### src/rtl/qssd_ram.sv
module qssd_ram #(
    parameter int WIDTH = 20,
    parameter int DEPTH = 64
) (
    input  logic                     clk,
    input  logic                     we,
    input  logic [$clog2(DEPTH)-1:0] waddr,
    input  logic [WIDTH-1:0]         wdata,
    input  logic                     re,
    input  logic [$clog2(DEPTH)-1:0] raddr,
    output logic [WIDTH-1:0]         rdata
);

    logic [WIDTH-1:0] mem [DEPTH];

    // one write port, one registered read port
    always_ff @(posedge clk)
    begin
        if (we)
        begin
            mem[waddr] <= wdata;
        end
        if (re)
        begin
            rdata <= mem[raddr];
        end
    end

endmodule

### config.mk
export PLATFORM = sky130hd
export DESIGN_NAME = qssd_ram
export DESIGN_NICKNAME = d
export VERILOG_FILES = /design/src/rtl/qssd_ram.sv
export SDC_FILE = /design/constraint.sdc
export NUM_CORES = 1
export LEC_CHECK = 0
export BUFFER_PORTS_ARGS = -buffer_cell sky130_fd_sc_hd__buf_2
export CORE_MARGIN = 8
export CORE_UTILIZATION = 25
export CTS_CLUSTER_SIZE = 16
export DETAILED_ROUTE_END_ITERATION = 16
export GPL_ROUTABILITY_DRIVEN = 0
export SYNTH_ARGS = -nofsm -noshare
export SYNTH_HDL_FRONTEND = slang
export SYNTH_SLANG_ARGS = --single-unit
### constraint.sdc
create_clock -name clk -period 3.4 [get_ports clk]
set_input_delay 0.51 -clock clk [delete_from_list [all_inputs] [get_ports clk]]
set_output_delay 0.51 -clock clk [all_outputs]
set_load 0.03 [all_outputs]
### After elaboration in Yosys (flattened, before gate mapping)

Memories as Yosys holds them, arrays and structs flattened. A register that Yosys moved wholly into a read port is not among the register bits.
Index checks and enable logic that the tools add are counted.

* mux-type cells: 2

Operators with widths (number)
* two-way mux 1 bit: 2

* memories: 1
* output and inout bits: 20
* bits in writable memories: 1280
* word-level logic and storage cells: 3
* input bits: 35
* flip-flop bits (word level): 0

Memories
* mem: depth 64, width 20, read ports 1, clocked after memory_dff 1, wr ports 1, line 14 `logic [WIDTH-1:0] mem [DEPTH];`

### Logic depth before layout (Yosys ltp)

Gate-level depths: netlist (run 1).

* word-level depth: 2
* gate-level depth with buffers: 10
* depth with buffers taken out: 5

### Worst setup path after synthesis (run 1)

Ideal clock, no wire load.

* kind: input port to flip-flop
* start: input port waddr[3]
* end: memory mem[48][0] (enable)
* buffers on the path: 1
* stages: 4
* setup slack: 0.548 ns
* library setup time: 0.422 ns
* arrival: 2.430 ns
* required time: 2.978 ns
* cells stage by stage: clkbuf_1 nor2b_1 nand4b_1 nor3_1

RTL lines
* from (decl): line 7 `input logic [$clog2(DEPTH)-1:0] waddr,`
* to (decl): line 14

Straight into the memory's write port.

==> results of run 1 <==
sequential cells by signal, indices dropped and copies added, names as in the netlist:
name	count
rdata	20
mem	1280
worst max-delay path, stage by stage:
cell and delay, ns:
buf_8 0.25, buf_12 0.29, buf_4 0.24, nand2b_1 0.26
buf_4 0.24, o22ai_1 0.15, o31ai_1 0.79, buf_4 0.23
and3_1 0.15
synth_stat cells (7+ instances only):
master / instances / area share (%)
a21o_1: 15 / 0.23
o22ai_1: 52 / 0.65
nor2b_1: 7 / 0.088
buf_4: 22 / 0.33
nand2_1: 12 / 0.091
a22oi_1: 64 / 0.97
nor2_1: 74 / 0.56
o21ai_0: 32 / 0.32
edfxtp_1: 1300 / 79
buf_6: 7 / 0.16
buf_2: 48 / 0.48
clkbuf_1: 49 / 0.37
mux4_2: 264 / 12
and3_1: 16 / 0.20
a31oi_1: 32 / 0.40
mux2i_1: 184 / 3.7
o31ai_1: 15 / 0.23
kinds of logic (layout without fill, tap and decap cells):
| group | Yosys count | in the layout |
|---|---|---|
| flip-flops | 1300 | 1300 |
| multiplexers | 454 | 454 |
| AO/OA/AOI/OAI | 220 | 220 |
| AND/OR/NAND/NOR | 140 | 140 |
| buffers and inverters | 129 | 488 |
| other | 0 | 2 |
per-layer routing:
metal | wire (microns) | up-vias | track usage [%]
met5 | 92 | - | 0
met4 | 3047 | 14 | 2.712
met3 | 9183 | 178 | 2.163
met2 | 60330 | 878 | 18.65
met1 | 54120 | 13070 | 16.09
li1 | - | 10040 | -
stage by stage:
stage,std cells,worst slack [ns],total power [mW]
finish,5244,0.8129,33.05
global route,5242,0.7913,33.96
CTS,5242,0.8926,33.32
detailed placement,5019,0.09524,20.00
global placement,5019,0.1433,19.97
floorplan,2243,0.5479,19.05
final cells by class:
cell class              count  area [sq um]
diodes                      2         5.005
multi-input cells         814         10160
clock buffers             140          3099
clock inverters            83         802.0
well taps                2640          3303
inverters                   1         3.754
fillers                 19150        138800
flip-flops and latches   1300         39040
repair buffers            264          2216
worst paths after layout:
check / startpoint / endpoint / slack, ns / depth (start not counted)
hold reg to reg: mem[26][2]$_DFFE_PP_ / rdata[2]$_DFFE_PP_ / 0.95 / 5
setup reg to reg: mem[39][15]$_DFFE_PP_ / rdata[15]$_DFFE_PP_ / 1.05 / 6
hold / removal: wdata[19] / mem[51][19]$_DFFE_PP_ / 0.18 / 1
setup / recovery: raddr[0] / rdata[15]$_DFFE_PP_ / 0.81 / 9
power groups by stage:
stage | Clock [mW] | Combinational, mW | Sequential (mW)
floorplan | 0 | 0.860 | 18.2
global placement | 0 | 1.79 | 18.2
detailed placement | 0 | 1.81 | 18.2
CTS | 13.7 | 1.82 | 17.8
global route | 14.2 | 1.89 | 17.8
finish | 13.4 | 1.79 | 17.8
==> impl_metrics.env, run 1 <==
export IMPL_clkSlewWorstSetupHoldPaths_ns=0.07
export IMPL_seqPwrFrac_pct=54.0
export IMPL_power_density_nw_per_um2=563.7
export IMPL_synth_edf_count=1300
export IMPL_drt_pass1_iter_count=7
export IMPL_maxSlewViolCount=0
export IMPL_syn_num_nets=2278
export IMPL_netlist_instances=2243
export IMPL_period_needed_ns=2.587
export IMPL_p_comb_share_pct=5.4
export IMPL_drt_iter0_markers=2853
export IMPL_cts_buffers=121
export IMPL_drt_vias_per_instance=4.609
export IMPL_wl_per_cell_microns=24.17
export IMPL_cts_tree="done"
export IMPL_final_common_cell="edfxtp_1"
export IMPL_vias=24170
export IMPL_wl_microns=126800
export IMPL_grt_pass1_wl_microns=179900
export IMPL_cp_end_kind="flip-flop"
export IMPL_areaGrowthSynthToFinish_pct=17.97
export IMPL_grt_pass1_vias=24010
export IMPL_cts_num_sinks=1300
export IMPL_final_net_count=2537
export IMPL_tightest_slew_ns=1.257
export IMPL_dieArea_sq_um=213300
export IMPL_ys_ff_latch=1300
export IMPL_die_w_microns=461.9
export IMPL_min_path_type="in -> reg"
export IMPL_dp_hpwl_microns=77170
export IMPL_p_leak_nw=18.44
export IMPL_fin_crit_sh_pct=76.09
export IMPL_h_tree_depth=3
export IMPL_drc_errors=0
export IMPL_crit_fanout=24
export IMPL_synth_top_family_by_area="multiplexers"
export IMPL_hold_buffers=0
export IMPL_gr_total_overflow=0
export IMPL_synth_compound_area_share_pct=2.948
export IMPL_antenna_found_initial=21
export IMPL_max_freq_ghz=0.3865
export IMPL_synth_area_sq_um=49700
export IMPL_io_buffer_count=54
export IMPL_clockRootBuffer="clkbuf_16"
export IMPL_critical_path_required_ns=4.00
export IMPL_tns_ns=0
export IMPL_synth_fa_ha_area_share_pct=0
export IMPL_postPlaceCellArea_sq_um=54720
export IMPL_std_cell_rows=163
export IMPL_p_int_mw=25.89
export IMPL_cap_violations=0
export IMPL_clock_skew_ns=0.02649
export IMPL_detail_route_antenna_nets=0
export IMPL_start_kind="primary input"
export IMPL_worstPathArrival_ns=3.19
export IMPL_fin_util_pct=29.70
export IMPL_ios=55
export IMPL_grt_usage_pct=11.51
export IMPL_synthArstFlopShare_pct=0
export IMPL_power_switching_mw=7.158
export IMPL_finalHoldViolCount=0
export IMPL_initial_core_util_pct=25.17
export IMPL_rsz0062_at_grt="no"
export IMPL_synthXorXnorAreaFrac_pct=0
export IMPL_setup_viol=0
export IMPL_cts_setup_buffers=0
export IMPL_power_share_clock_pct=40.6
export IMPL_insertion_delay_ns=0.74
export IMPL_coreArea_sq_um=197400
export IMPL_layout_common_cells="edfxtp_1, mux4_2, mux2i_1, buf_4, clkbuf_16"
export IMPL_fin_area_sq_um=58630
export IMPL_yosys_area_share_simple_pct=1.324
export IMPL_ys_types=35
export IMPL_ys_flop_type="edfxtp_1"
export IMPL_drive_above_1_share_pct=29.94
export IMPL_status="finished, final reports clean"
export IMPL_fp_dieH_microns=461.9
export IMPL_ys_seq_area_share_pct=78.55
export IMPL_cts_buffer_depth=3
export IMPL_crit_type="in -> reg"
export IMPL_synth_avg_cell_area_sq_um=22.16
export IMPL_vdd_drop_max_mv=0.4747
export IMPL_cts_resized=0
export IMPL_yosys_warnings=0
export IMPL_relSlewSlack_pct=16.19
export IMPL_swShare_pct=21.66
export IMPL_whs_ns=0.1815
export IMPL_grt_max_degree=67
export IMPL_muxShareOfSynthArea_pct=15.81
Note: power is estimated with default switching activity, not from simulation.
==> run 2, diff against run 1 <==
==> constraint.sdc (replaced) <==
create_clock -name clk -period 2.2 [get_ports clk]
set_input_delay 0.33 -clock clk [delete_from_list [all_inputs] [get_ports clk]]
set_output_delay 0.33 -clock clk [all_outputs]
set_load 0.03 [all_outputs]
==> run 2 against run 1 <==
  * Utilization increased by 0.91 points
  * Power grew 54%
  * Clock-buffer cell count shrank 1
==> impl_metrics.env, run 2 (synthesis gave the netlist of run 1 again) <==
export IMPL_vdd_drop_max_mv=0.7066
export IMPL_cap_violations=0
export IMPL_top_regs="mem: 1280 flops, rdata: 20 flops"
export IMPL_cts_buffer_depth=3
export IMPL_dieArea_sq_um=213300
export IMPL_drt_iter0_markers=2489
export IMPL_fin_util_pct=30.61
export IMPL_cts_tree="done"
export IMPL_start_kind="flip-flop"
export IMPL_critical_path_required_ns=2.68
export IMPL_final_common_cell="edfxtp_1"
export IMPL_fin_area_sq_um=60420
export IMPL_wl_microns=127400
export IMPL_largest_register_ffs=1280
export IMPL_clockRootBuffer="clkbuf_16"
export IMPL_crit_chain="mux4_2 -> mux2i_1 -> a21o_1 -> o31ai_1 -> buf_4 -> and3_1"
export IMPL_postPlaceCellArea_sq_um=56590
export IMPL_areaGrowthSynthToFinish_pct=21.59
export IMPL_gr_total_overflow=0
export IMPL_clock_skew_ns=0.02409
export IMPL_std_cell_rows=163
export IMPL_min_path_type="in -> reg"
export IMPL_worstPathArrival_ns=2.64
export IMPL_maxSlewViolCount=0
export IMPL_grt_max_degree=65
export IMPL_crit_fanout=1
export IMPL_rsz0062_at_grt="no"
export IMPL_dp_hpwl_microns=77770
export IMPL_clkSlewWorstSetupHoldPaths_ns=0.06
export IMPL_period_needed_ns=2.158
export IMPL_relSlewSlack_pct=38.26
export IMPL_drive_above_1_share_pct=32.66
export IMPL_grt_pass1_vias=24570
export IMPL_fin_crit_sh_pct=98.08
export IMPL_setup_viol=0
export IMPL_coreArea_sq_um=197400
export IMPL_crit_type="reg -> reg"
export IMPL_fp_dieH_microns=461.9
export IMPL_cts_setup_buffers=0
export IMPL_cts_buffers=116
export IMPL_cp_end_kind="flip-flop"
export IMPL_h_tree_depth=3
export IMPL_grt_usage_pct=11.58
export IMPL_crit_family="multiplexers"
export IMPL_dp_cells=5134
export IMPL_worst_path_max_delay_cell="mux4_2"
export IMPL_max_freq_ghz=0.4634
export IMPL_tightest_slew_ns=0.9261
export IMPL_initial_core_util_pct=25.17
export IMPL_p_leak_nw=19.23
export IMPL_drc_errors=0
export IMPL_die_w_microns=461.9
export IMPL_fillCellCount=19100
export IMPL_vias=24420
export IMPL_cts_num_sinks=1300
export IMPL_final_net_count=2648
export IMPL_drt_pass1_iter_count=5
export IMPL_ios=55
export IMPL_wl_per_cell_microns=23.78
export IMPL_antenna_found_initial=20
export IMPL_detail_route_antenna_nets=0
export IMPL_layout_common_cells="edfxtp_1, mux4_2, buf_4"
export IMPL_multi_input_comb_area_sq_um=10180
export IMPL_insertion_delay_ns=0.73
export IMPL_grt_pass1_wl_microns=180600
export IMPL_drt_vias_per_instance=4.557
export IMPL_ff_latch_area_sq_um=39040
export IMPL_status="finished, final reports clean"
export IMPL_regMostFlops="mem"
export IMPL_instances_no_fill=5358
export IMPL_finalHoldViolCount=0
export IMPL_io_buffer_count=54
export IMPL_slowest_delay_ns=0.49
export IMPL_power_density_nw_per_um2=843.9
export IMPL_path_buf_inv=1
run 2: per-stage QoR:
step	setup TNS, ns	worst slack [ns]	power, mW	hold slack [ns]
after floorplan	-67.11	-0.2516	29.44	0.4289
after global placement	-10.14	-0.8354	31.04	0.7348
after detailed placement	-10.27	-0.8555	31.07	0.7537
after CTS	0	0.01166	51.42	0.04435
after global routing	0	0.01024	52.48	0.06528
final	0	0.04222	50.99	0.09203
run 2: final timing paths:
kind	slack, ns	cells past startpoint	to	start
min	0.09	1	mem[59][9]$_DFFE_PP_	wdata[9]
max reg2reg	0.04	6	rdata[16]$_DFFE_PP_	mem[55][16]$_DFFE_PP_
min reg2reg	0.90	4	rdata[0]$_DFFE_PP_	mem[58][0]$_DFFE_PP_
max	0.04	6	rdata[16]$_DFFE_PP_	mem[55][16]$_DFFE_PP_
run 2: routing by layer:
| metal | track usage, % | wire, microns |
|---|---|---|
| met1 | 16.00 | 54150 |
| met2 | 19.03 | 61300 |
| met3 | 2.293 | 9591 |
| met4 | 2.456 | 2335 |
| met5 | 0 | 39 |
run 2: what timing repair did:
action                                  4_1_cts  5_1_grt
endpoints found under the setup margin        1        2
endpoints found under the hold margin        16        0
hold buffers                                  1        0
cloned                                        0        0
resized for setup                             2        2
run 2: layout make-up:
class | count | area share (%)
multi-input cells | 814 | 16.85
well taps | 2640 | 5.467
flip-flops and latches | 1300 | 64.61
inverters | 1 | 0.006212
repair buffers | 380 | 6.748
clock buffers | 139 | 5.017
clock inverters | 76 | 1.276
diodes | 8 | 0.03313
run 2: worst register-to-register path, cell delays in order, from the launching register on:
cell,delay [ns]
edfxtp_1,0.35
mux4_2,0.49
mux2i_1,0.27
a21o_1,0.35
o31ai_1,0.14
buf_4,0.18
and3_1,0.15
run 2: power breakdown:
group          total, mW  switching, mW  internal (mW)  leakage [nW]
clock               20.5           8.94           11.6          1.85
sequential          27.5         0.0771           27.5          11.7
combinational       2.96           1.75           1.21          5.68
total               51.0           10.8           40.2          19.2
